==> src/rtl/lrup_pkg.sv <==
// ----------------------------------------------------------------------------
// lrup_pkg
// shared widths, defaults, controller states and command bundle for the lru
// page replacement stack
// ----------------------------------------------------------------------------
package lrup_pkg;

    localparam int FRAMES_DEF = 8;
    localparam int PAGE_W     = 8;
    localparam int CNT_W      = 5;
    localparam int TOT_W      = 32;

    localparam logic [CNT_W-1:0] FRAMES_IN_USE_RST = 5'd8;

    typedef enum logic [0:0] {
        ST_IDLE,
        ST_EXEC
    } lrup_state_t;

    typedef struct packed {
        logic load_in;
        logic commit;
    } lrup_cmd_t;

endpackage

==> src/rtl/lru_page_replacement_top.sv <==
// ----------------------------------------------------------------------------
// lru_page_replacement_top
// lru page replacement stack: one page reference in, one hit/fault result out
//
// channel  dir  handshake               beat contents
// cfg      in   cfg_valid / cfg_ready   cfg_data = frames_in_use
// in       in   in_valid / in_ready     page, last_reference
// out      out  out_valid / out_ready   fault, victim_valid, victim_page,
//                                       resident_count, fault_total
//
// each reference: ST_IDLE captures the beat, then ST_EXEC writes the parallel
// compare, stack shift and counter update into the result register
// a stalled result holds the block in its update cycle; a new beat is taken
// while the previous result still waits
// reset empties the stack, clears the fault count and sets frames_in_use to 8
// cfg_ready is always high
// ----------------------------------------------------------------------------
module lru_page_replacement_top
#(
    parameter int FRAMES = lrup_pkg::FRAMES_DEF
)
(
    input  logic                        clk,
    input  logic                        rst_n,
    input  logic                        cfg_valid,
    output logic                        cfg_ready,
    input  logic [lrup_pkg::CNT_W-1:0]  cfg_data,
    input  logic                        in_valid,
    output logic                        in_ready,
    input  logic [lrup_pkg::PAGE_W-1:0] page,
    input  logic                        last_reference,
    output logic                        out_valid,
    input  logic                        out_ready,
    output logic                        fault,
    output logic                        victim_valid,
    output logic [lrup_pkg::PAGE_W-1:0] victim_page,
    output logic [lrup_pkg::CNT_W-1:0]  resident_count,
    output logic [lrup_pkg::TOT_W-1:0]  fault_total
);
    import lrup_pkg::*;

    lrup_cmd_t cmd;

    assign cfg_ready = 1'b1;

    lrup_ctrl u_ctrl
    (
        .clk       (clk),
        .rst_n     (rst_n),
        .in_valid  (in_valid),
        .in_ready  (in_ready),
        .out_valid (out_valid),
        .out_ready (out_ready),
        .cmd       (cmd)
    );

    lrup_dp
    #(
        .FRAMES (FRAMES)
    )
    u_dp
    (
        .clk            (clk),
        .rst_n          (rst_n),
        .cmd            (cmd),
        .cfg_we         (cfg_valid),
        .cfg_data       (cfg_data),
        .page           (page),
        .last_reference (last_reference),
        .fault          (fault),
        .victim_valid   (victim_valid),
        .victim_page    (victim_page),
        .resident_count (resident_count),
        .fault_total    (fault_total)
    );

endmodule

==> src/rtl/lrup_ctrl.sv <==
// ----------------------------------------------------------------------------
// lrup_ctrl
// sequencer: captures a reference, then commits the stack update and the
// result beat once the output register is free
// ----------------------------------------------------------------------------
module lrup_ctrl
(
    input  logic              clk,
    input  logic              rst_n,
    input  logic              in_valid,
    output logic              in_ready,
    output logic              out_valid,
    input  logic              out_ready,
    output lrup_pkg::lrup_cmd_t cmd
);
    import lrup_pkg::*;

    lrup_state_t state_reg;
    lrup_state_t state_next;
    logic        out_valid_reg;
    logic        out_valid_next;

    always_ff @(posedge clk or negedge rst_n)
    begin
        if (!rst_n)
        begin
            state_reg     <= ST_IDLE;
            out_valid_reg <= 1'b0;
        end
        else
        begin
            state_reg     <= state_next;
            out_valid_reg <= out_valid_next;
        end
    end

    always_comb
    begin
        state_next     = state_reg;
        out_valid_next = out_valid_reg;
        cmd.load_in    = 1'b0;
        cmd.commit     = 1'b0;
        in_ready       = 1'b0;

        if (out_valid_reg && out_ready)
        begin
            out_valid_next = 1'b0;
        end

        case (state_reg)
            ST_IDLE:
            begin
                in_ready = 1'b1;
                if (in_valid)
                begin
                    cmd.load_in = 1'b1;
                    state_next  = ST_EXEC;
                end
            end
            ST_EXEC:
            begin
                // output register free or being drained this cycle
                if (!out_valid_reg || out_ready)
                begin
                    cmd.commit     = 1'b1;
                    out_valid_next = 1'b1;
                    state_next     = ST_IDLE;
                end
            end
            default:
            begin
                state_next = ST_IDLE;
            end
        endcase
    end

    assign out_valid = out_valid_reg;

endmodule

==> src/rtl/lrup_dp.sv <==
// ----------------------------------------------------------------------------
// lrup_dp
// recency stack registers, parallel page compare, one-position shift,
// fill and fault counters, frame limit register and result registers
// ----------------------------------------------------------------------------
module lrup_dp
#(
    parameter int FRAMES = lrup_pkg::FRAMES_DEF
)
(
    input  logic                       clk,
    input  logic                       rst_n,
    input  lrup_pkg::lrup_cmd_t        cmd,
    input  logic                       cfg_we,
    input  logic [lrup_pkg::CNT_W-1:0] cfg_data,
    input  logic [lrup_pkg::PAGE_W-1:0] page,
    input  logic                       last_reference,
    output logic                       fault,
    output logic                       victim_valid,
    output logic [lrup_pkg::PAGE_W-1:0] victim_page,
    output logic [lrup_pkg::CNT_W-1:0] resident_count,
    output logic [lrup_pkg::TOT_W-1:0] fault_total
);
    import lrup_pkg::*;

    localparam int FILL_W = $clog2(FRAMES + 1);
    localparam int IDX_W  = (FRAMES > 1) ? $clog2(FRAMES) : 1;
    localparam logic [FILL_W-1:0] FRAMES_F = FILL_W'(FRAMES);

    logic [PAGE_W-1:0] stack_reg [FRAMES];
    logic [PAGE_W-1:0] stack_next [FRAMES];
    logic [FILL_W-1:0] fill_reg;
    logic [FILL_W-1:0] fill_next;
    logic [TOT_W-1:0]  faults_reg;
    logic [TOT_W-1:0]  faults_next;
    logic [CNT_W-1:0]  frames_in_use_reg;
    logic [PAGE_W-1:0] page_reg;
    logic              last_reg;

    logic              fault_reg;
    logic              victim_valid_reg;
    logic [PAGE_W-1:0] victim_page_reg;
    logic [CNT_W-1:0]  resident_count_reg;
    logic [TOT_W-1:0]  fault_total_reg;

    logic [FILL_W-1:0] limit;
    logic              hit;
    logic [IDX_W-1:0]  hit_pos;
    logic              evict;
    logic              shift;
    logic [FILL_W-1:0] shift_pos;
    logic [FILL_W-1:0] top_pos;
    logic [FILL_W-1:0] fill_upd;
    logic [TOT_W-1:0]  faults_upd;

    // clamp the frame limit into 1..FRAMES
    always_comb
    begin
        if (frames_in_use_reg == '0)
        begin
            limit = FILL_W'(1);
        end
        else if (frames_in_use_reg > CNT_W'(FRAMES))
        begin
            limit = FRAMES_F;
        end
        else
        begin
            limit = FILL_W'(frames_in_use_reg);
        end
    end

    // parallel compare against resident entries
    always_comb
    begin
        hit     = 1'b0;
        hit_pos = '0;
        for (int k = FRAMES - 1; k >= 0; k--)
        begin
            if ((FILL_W'(k) < fill_reg) && (stack_reg[k] == page_reg))
            begin
                hit     = 1'b1;
                hit_pos = IDX_W'(k);
            end
        end
    end

    assign evict     = !hit && (fill_reg >= limit);
    assign shift     = hit || evict;
    assign shift_pos = hit ? FILL_W'(hit_pos) : '0;
    assign top_pos   = fill_reg - FILL_W'(1);
    assign fill_upd  = (!hit && !evict) ? fill_reg + FILL_W'(1) : fill_reg;
    assign faults_upd = (hit || (faults_reg == '1)) ? faults_reg : faults_reg + TOT_W'(1);

    // close the gap and append at the most-recent end
    always_comb
    begin
        for (int k = 0; k < FRAMES; k++)
        begin
            stack_next[k] = stack_reg[k];
            if (shift)
            begin
                if (FILL_W'(k) == top_pos)
                begin
                    stack_next[k] = page_reg;
                end
                else if ((FILL_W'(k) >= shift_pos) && (FILL_W'(k) < top_pos))
                begin
                    stack_next[k] = stack_reg[(k + 1) % FRAMES];
                end
            end
            else if (FILL_W'(k) == fill_reg)
            begin
                stack_next[k] = page_reg;
            end
        end
    end

    always_comb
    begin
        fill_next   = fill_reg;
        faults_next = faults_reg;
        if (cmd.commit)
        begin
            fill_next   = last_reg ? '0 : fill_upd;
            faults_next = last_reg ? '0 : faults_upd;
        end
    end

    always_ff @(posedge clk or negedge rst_n)
    begin
        if (!rst_n)
        begin
            fill_reg          <= '0;
            faults_reg        <= '0;
            frames_in_use_reg <= FRAMES_IN_USE_RST;
        end
        else
        begin
            fill_reg   <= fill_next;
            faults_reg <= faults_next;
            if (cfg_we)
            begin
                frames_in_use_reg <= cfg_data;
            end
        end
    end

    always_ff @(posedge clk)
    begin
        if (cmd.load_in)
        begin
            page_reg <= page;
            last_reg <= last_reference;
        end
        if (cmd.commit)
        begin
            for (int k = 0; k < FRAMES; k++)
            begin
                stack_reg[k] <= stack_next[k];
            end
            fault_reg          <= !hit;
            victim_valid_reg   <= evict;
            victim_page_reg    <= evict ? stack_reg[0] : '0;
            resident_count_reg <= CNT_W'(fill_upd);
            fault_total_reg    <= faults_upd;
        end
    end

    assign fault          = fault_reg;
    assign victim_valid   = victim_valid_reg;
    assign victim_page    = victim_page_reg;
    assign resident_count = resident_count_reg;
    assign fault_total    = fault_total_reg;

endmodule
==> config.mk <==
export PLATFORM = sky130hd
export DESIGN_NAME = lru_page_replacement_top
export DESIGN_NICKNAME = d
export VERILOG_FILES = /design/src/rtl/lrup_pkg.sv /design/src/rtl/lru_page_replacement_top.sv /design/src/rtl/lrup_ctrl.sv /design/src/rtl/lrup_dp.sv
export SDC_FILE = /design/constraint.sdc
export NUM_CORES = 1
export LEC_CHECK = 0
export ABC_AREA = 1
export BUFFER_PORTS_ARGS = -buffer_cell sky130_fd_sc_hd__clkbuf_2
export CAP_MARGIN = 20
export CORE_MARGIN = 2
export CORE_UTILIZATION = 66
export CTS_CLUSTER_SIZE = 25
export DETAILED_ROUTE_END_ITERATION = 6
export PLACE_DENSITY = 0.9
export SETUP_SLACK_MARGIN = 0.5
export SLEW_MARGIN = 20
export SYNTH_ARGS = -nofsm -noshare
export SYNTH_HDL_FRONTEND = slang
export SYNTH_SLANG_ARGS = --single-unit
==> constraint.sdc <==
create_clock -name clk -period 5.11 [get_ports clk]
set_clock_uncertainty 0.05 [all_clocks]
set_input_delay 0.2555 -clock clk [delete_from_list [all_inputs] [get_ports clk]]
set_output_delay 0.2555 -clock clk [all_outputs]
set_load 0.005 [all_outputs]
==> results.sh, run 1 <==
export IMPL_htree_levels=4
export IMPL_critPathRequiredTime_ns=5.12
export IMPL_maxCapViolations=0
export IMPL_core_area_um2=13300
export IMPL_worstPathMaxFanout=22
export IMPL_routed_wl_mm=23.2
export IMPL_area_growth_synth_to_final_pct=10.3
export IMPL_detail_route_antenna_nets=0
export IMPL_ioPinCount=69
export IMPL_firstDrtPassIters=7
export IMPL_m1WireLength_mm=9.03
export IMPL_status="finished with violations"
export IMPL_ctsHoldBuffers=14
export IMPL_synth_cells=1085
export IMPL_antenna_found_initial=0
export IMPL_wl_per_cell_um=17.4
export IMPL_start_util_pct=68.0
export IMPL_synth_seq_cells=162
export IMPL_multi_input_area_um2=3510
export IMPL_first_global_vias=7289
export IMPL_clock_sinks=162
export IMPL_arrival_ns=3.91
export IMPL_crit_path_frequent_cell="nor2_1"
export IMPL_slew_violations=0
export IMPL_cp_end_kind="flop"
export IMPL_max_freq_mhz=257
export IMPL_ff2ff_path_depth=10
export IMPL_dr_wl_met3_mm=2.92
export IMPL_irDropWorstVdd_mv=0.459
export IMPL_wl_met2_mm=10.7
export IMPL_grt_max_degree=80
export IMPL_cts_tree="yes"
export IMPL_fill_cells=966
export IMPL_highest_layer="met4"
export IMPL_max_stage_delay_ns=0.76
export IMPL_violations="design-rule violations"
export IMPL_critPathKind="flop to flop"
export IMPL_cts_resized=0
export IMPL_rows=42
export IMPL_critical_path_cell_chain="clkinv_1 > o22ai_1 > nor2_1 > nand3_1 > nand2_2 > nor2_4 > nand3_4 > nand2_1 > nor2_1 > a21oi_1"
export IMPL_grt_pass1_wl_mm=37.2
export IMPL_numPortBuffers=66
export IMPL_postCtsSetupRepairBufs=0
export IMPL_p_per_area_nw_per_um2=591
export IMPL_hp_class="primary input to flop"
export IMPL_dpl_hpwl_mm=15.7
export IMPL_largest_reg_flops=64
export IMPL_rsz0062_at_grt="false"
export IMPL_design_die_area_um2=14700
export IMPL_final_nets=1174
export IMPL_num_vias=7786
export IMPL_mostFrequentLayoutCells="nand2_1 (327), inv_1 (146), edfxtp_1 (119)"
export IMPL_drive_above_1_share_pct=11.4
export IMPL_syn_area_per_cell_um2=8.37
export IMPL_gp_congestion=1.03
export IMPL_drtIter0Drc=1039
export IMPL_hold_violations=0
export IMPL_cts_clk_slew_worst_paths_ns=0.06
export IMPL_n_antenna_cell=0
export IMPL_synth_area_um2=9080
export IMPL_synthDistinctLibCells=42
export IMPL_regArea_um2=4650
export IMPL_drc=1
export IMPL_grt_use_total_pct=33.5
export IMPL_synth_edf_count=119
export IMPL_synthesis_nets=1114
export IMPL_final_common_cell="nand2_1"
export IMPL_p_leak_uw=0.00456
export IMPL_finalSetupTns_ns=0
export IMPL_hold_depth=3
export IMPL_cts_buffers=17
export IMPL_synth_async_reset_ratio_pct=26.5
export IMPL_finalCritPeriodShare_pct=76.3
export IMPL_tightest_slew_ns=1.05
export IMPL_clk_path_buf_depth=2
export IMPL_viasPerCell=5.84
export IMPL_final_util_pct=75.1
export IMPL_die_h_um=121
export IMPL_yosys_most_used_dff="edfxtp_1"
export IMPL_crit_slowest_cell="edfxtp_1"
export IMPL_maxSlewHeadroom_pct=29.3
export IMPL_grt_overflow_total=0
export IMPL_clock_latency_ns=0.43
export IMPL_die_w_um=121
export IMPL_synth_seq_area_share_pct=51.2
export IMPL_setup_viol=0
export IMPL_yosysWarnings=0
export IMPL_cts_root_buf="clkbuf_16"
export IMPL_period_needed_ns=3.90
export IMPL_startpoint_type="flop"
==> routing by layer <==
layer / up-vias / track usage [%]
met1: 3575 / 46.3
met2: 535 / 50.7
met5: - / 0
li1: 3612 / -
met3: 64 / 9.77
met4: 0 / 11.9
==> critical path: cells and delay by family (launching register included) <==
family | cells | cell delay (ns)
simple gates | 7 | 1.31
compound gates | 2 | 0.88
flops | 1 | 0.76
buf+inv | 1 | 0.52
==> cell families (layout without fill, tap and decap cells) <==
logic type | after synthesis | count (layout) | synth area share [%]
mux | 3 | 3 | 0.372
simple gates | 515 | 515 | 23.7
fa+ha+maj | 10 | 10 | 1.38
buf+inv | 204 | 277 | 10.1
compound gates | 142 | 142 | 8.53
xor+xnor | 47 | 47 | 4.62
flops | 162 | 162 | 51.2
other cells | 2 | 2 | 0.0827
==> metrics by stage <==
stage / instances / hold slack (ns) / cell area (µm²) / power, µW / worst slack [ns]
2_1_floorplan: 1085 / -0.0901 / 9080 / 4040 / 2.38
5_1_grt: 1334 / 0.0492 / 10000 / 6280 / 1.04
4_1_cts: 1334 / 0.00687 / 10000 / 5860 / 1.30
3_5_place_dp: 1288 / 0.327 / 9350 / 4660 / 1.33
6_report: 1334 / 0.0244 / 10000 / 5920 / 1.21
3_3_place_gp: 1288 / 0.326 / 9350 / 4570 / 1.53
==> where the power goes <==
part / switching, µW / internal [µW]
clock: 504 / 671
combinational: 1620 / 692
sequential: 336 / 2100
total: 2460 / 3470
==> path summary, 6_finish.rpt <==
check                                     startpoint                         to  slack, ns
max                                 u_dp.page_reg[7]       u_dp.stack_reg[1][4]       1.21
min                                         in_valid           u_ctrl.state_reg       0.02
max reg2reg                         u_dp.page_reg[7]       u_dp.stack_reg[1][4]       1.21
min reg2reg                u_dp.frames_in_use_reg[0]  u_dp.frames_in_use_reg[0]       0.47
max in group asynchronous                      rst_n        u_dp.faults_reg[17]       4.22
min in group asynchronous                      rst_n  u_dp.frames_in_use_reg[4]       0.40
==> cells in the mapped netlist (11+ instances only) <==
master | n | share of area [%]
nand2_1 | 327 | 14
inv_1 | 148 | 6.1
edfxtp_1 | 119 | 39
nor2_1 | 98 | 4.1
o21ai_0 | 50 | 2.8
dfrtp_1 | 42 | 12
xor2_1 | 35 | 3.4
o22ai_1 | 31 | 2.1
o21ai_1 | 28 | 1.5
a21oi_1 | 27 | 1.5
nor3_1 | 25 | 1.4
nand3_1 | 22 | 1.2
nand4_1 | 18 | 1.2
inv_2 | 12 | 0.50
buf_2 | 11 | 0.61
buf_6 | 11 | 1.4
xnor2_1 | 11 | 1.1
==> layout make-up <==
class                      instances  share of cell area (%)
timing repair buffer              82                    4.85
tap                              176                    2.20
clock inverter                     6                   0.312
multi-input combinational        719                    35.1
clock buffer                      26                    5.00
sequential                       162                    46.4
inverter                         163                    6.16
(Power assumes the default switching activity.)
==> run 2, diff against run 1 <==
Settings changed: ABC_AREA 1 to 0, CORE_UTILIZATION 66 to 55, PLACE_DENSITY 0.9 to 0.81.
Clock period 5.11 ns to 3.3 ns, I/O delays scaled along.
==> run 2 against run 1 <==
  * The flow finishes with violations (negative setup slack)
  * Clock power is 81% higher
  * Worst setup slack got worse by 1.4 ns
  * Die area increased by 16%
  * Routed wire length is 49% higher
  * Utilization grew 6.6 points
  * First-iteration DRC count up 32%
  * Critical endpoint is now u_dp.stack_reg[1][9]
  * Largest power group is now combinational logic
==> results.sh, run 2 <==
export IMPL_status="finished with violations"
export IMPL_violations="negative setup slack"
export IMPL_regArea_um2=4650
export IMPL_multi_input_area_um2=5190
export IMPL_critPathKind="flop to flop"
export IMPL_drive_above_1_share_pct=49.1
export IMPL_cts_root_buf="clkbuf_16"
export IMPL_clk_path_buf_depth=2
export IMPL_pwr_share_seq_pct=33.1
export IMPL_clock_latency_ns=0.44
export IMPL_drtIter0Drc=1372
export IMPL_final_nets=961
export IMPL_cp_end_kind="flop"
export IMPL_switchingPower_uw=4530
export IMPL_m1WireLength_mm=12.0
export IMPL_synth_area_um2=8820
export IMPL_synth_commonest_cells="edfxtp_1 (119), mux2_2 (62), nand2_1 (57), xor2_1 (53), xnor2_1 (47)"
export IMPL_synth_seq_area_share_pct=52.7
export IMPL_critPathRequiredTime_ns=3.45
export IMPL_cts_buffers=17
export IMPL_crit_buf_inv=2
export IMPL_die_h_um=131
export IMPL_tightest_slew_ns=1.05
export IMPL_slew_violations=0
export IMPL_highest_layer="met4"
export IMPL_rsz0062_at_grt="true"
export IMPL_grt_max_degree=44
export IMPL_grt_pass1_wl_mm=41.6
export IMPL_maxSlewHeadroom_pct=29.7
export IMPL_syn_area_per_cell_um2=12.0
export IMPL_finalCritPeriodShare_pct=105
export IMPL_whs_ns=0.0384
export IMPL_placed_cell_area_um2=9860
export IMPL_fin_ws_ns=-0.162
export IMPL_antenna_found_initial=0
export IMPL_fill_cells=721
export IMPL_clock_sinks=162
export IMPL_synth_area_leaders="edfxtp_1 (41%), dfrtp_1 (12%), mux2_2 (7.9%)"
export IMPL_max_freq_mhz=289
export IMPL_viasPerCell=7.13
export IMPL_synth_cells=734
export IMPL_htree_levels=4
export IMPL_switching_share_pct=38.7
export IMPL_crit_slowest_cell="or3_4"
export IMPL_maxCapViolations=0
export IMPL_p_per_area_nw_per_um2=910
export IMPL_wl_per_cell_um=29.8
export IMPL_design_die_area_um2=17100
export IMPL_grt_overflow_total=0
export IMPL_irDropWorstVdd_mv=0.773
export IMPL_arrival_ns=3.61
export IMPL_setup_viol=114
export IMPL_ioPinCount=69
export IMPL_yosysWarnings=0
export IMPL_synth_seq_cells=162
export IMPL_grt_use_total_pct=32.7
export IMPL_largest_reg_flops=64
export IMPL_area_growth_synth_to_final_pct=46.0
export IMPL_final_common_cell="edfxtp_1"
export IMPL_yosysTopAreaCell="edfxtp_1"
export IMPL_drc=0
export IMPL_cts_tree="yes"
export IMPL_first_global_vias=7393
export IMPL_synth_async_reset_ratio_pct=26.5
export IMPL_synthesis_nets=763
export IMPL_p_int_uw=7180
export IMPL_worst_path_dominant_cell_family="simple AND/OR/NAND/NOR gates"
export IMPL_dr_wl_met3_mm=4.69
export IMPL_yosys_most_used_dff="edfxtp_1"
export IMPL_synth_top_area_share_pct=40.5
export IMPL_startpoint_type="flop"
export IMPL_gp_congestion=0.970
export IMPL_n_antenna_cell=0
export IMPL_hold_violations=0
export IMPL_dpl_hpwl_mm=14.0
export IMPL_cts_clk_slew_worst_paths_ns=0.06
export IMPL_core_area_um2=15800
export IMPL_synth_edf_count=119
export IMPL_critical_path_cell_chain="buf_6 > xnor2_1 > nand4_1 > or3_4 > nand2_1 > nand2_1 > o31ai_1 > a221oi_4 > buf_6"
export IMPL_clkPwrFrac_pct=18.2
export IMPL_share_comb_of_total_power_pct=48.6
export IMPL_routed_wl_mm=34.6
export IMPL_mostFrequentLayoutCells="edfxtp_1 (119), buf_4 (69), clkbuf_2 (65)"
export IMPL_yosysMostFrequentCell="edfxtp_1"
export IMPL_rows=46
export IMPL_synthDistinctLibCells=65
export IMPL_max_stage_delay_ns=0.59
export IMPL_numPortBuffers=66
export IMPL_detail_route_antenna_nets=0
export IMPL_postLayoutCellArea_um2=12900
export IMPL_worstPathMaxFanout=8
export IMPL_die_w_um=131
export IMPL_num_vias=8276
export IMPL_wl_met2_mm=15.1
export IMPL_start_util_pct=55.9
export IMPL_period_needed_ns=3.46
export IMPL_p_leak_uw=0.00510
export IMPL_hp_class="primary input to flop"
export IMPL_firstDrtPassIters=6
[run 2: cell types whose count changed after synthesis, moves of 18 or more]
cell and change:
xnor2_1 +36, o21ai_0 -36, nor2_1 -63, o21ai_1 -28, mux2_2 +59, a21oi_1 -18
nand2_1 -270, xor2_1 +18, inv_1 -134, o22ai_1 -31
[run 2: path summary, 6_finish.rpt]
check,cells past startpoint,slack (ns),to,from
setup / recovery,9,-0.16,u_dp.stack_reg[1][9],u_dp.page_reg[3]
hold / removal,2,0.04,u_dp.frames_in_use_reg[2],cfg_valid
setup reg to reg,9,-0.16,u_dp.stack_reg[1][9],u_dp.page_reg[3]
hold reg to reg,2,0.49,u_ctrl.out_valid,u_ctrl.out_valid
max in group asynchronous,2,2.47,u_dp.faults_reg[21],rst_n
min in group asynchronous,2,0.25,u_dp.faults_reg[1],rst_n
[run 2: repair_timing]
action / CTS / global route
buffers inserted: 42 / 32
endpoints found under the setup margin: 202 / 208
pin swaps: 25 / 73
hold buffers: 17 / 0
hold endpoints to repair: 58 / 0
cloned: 12 / 4
resized for setup: 130 / 165
[run 2: logic make-up after synthesis]
group	count (synthesis)	share of synthesized area, %
AO/OA/AOI/OAI	106	9.69
XOR/XNOR	100	9.93
adder cells (fa/ha/maj)	10	1.42
buffers and inverters	65	3.55
flip-flops	162	52.7
multiplexers	71	9.39
other	2	0.0852
AND/OR/NAND/NOR	218	13.2
[run 2: through the flow]
stage	worst slack (ns)	instances	TNS (ns)	util [%]	total power, µW
finish	-0.162	1161	-8.48	81.6	11700
global route	-0.152	1161	-7.88	81.6	12000
CTS	0.296	1125	0	74.3	10300
detailed placement	0.130	1022	0	62.5	7420
global placement	0.196	1022	0	62.5	7240
floorplan	-0.00396	734	-0.159	-	6170
[run 2: area by class of cell]
| class | count | area share, % |
|---|---|---|
| sequential | 162 | 36.2 |
| clock buffer | 26 | 3.72 |
| inverter | 16 | 0.476 |
| tap | 216 | 2.10 |
| clock inverter | 6 | 1.00 |
| multi-input combinational | 515 | 40.3 |
| timing repair buffer | 220 | 16.2 |
[run 2: metal layers]
layer,vias to the layer above,GRT usage (%)
met4,0,16.6
met1,3921,42.1
met5,-,0
li1,3142,-
met3,315,7.53
met2,898,52.3
[run 2: power by group through the flow]
stage / combinational, µW / clock [µW] / sequential, µW
after floorplan: 2580 / 0 / 3580
after global placement: 3540 / 0 / 3700
after detailed placement: 3690 / 0 / 3730
after CTS: 4550 / 2080 / 3710
after global routing: 5840 / 2220 / 3900
final: 5700 / 2140 / 3880
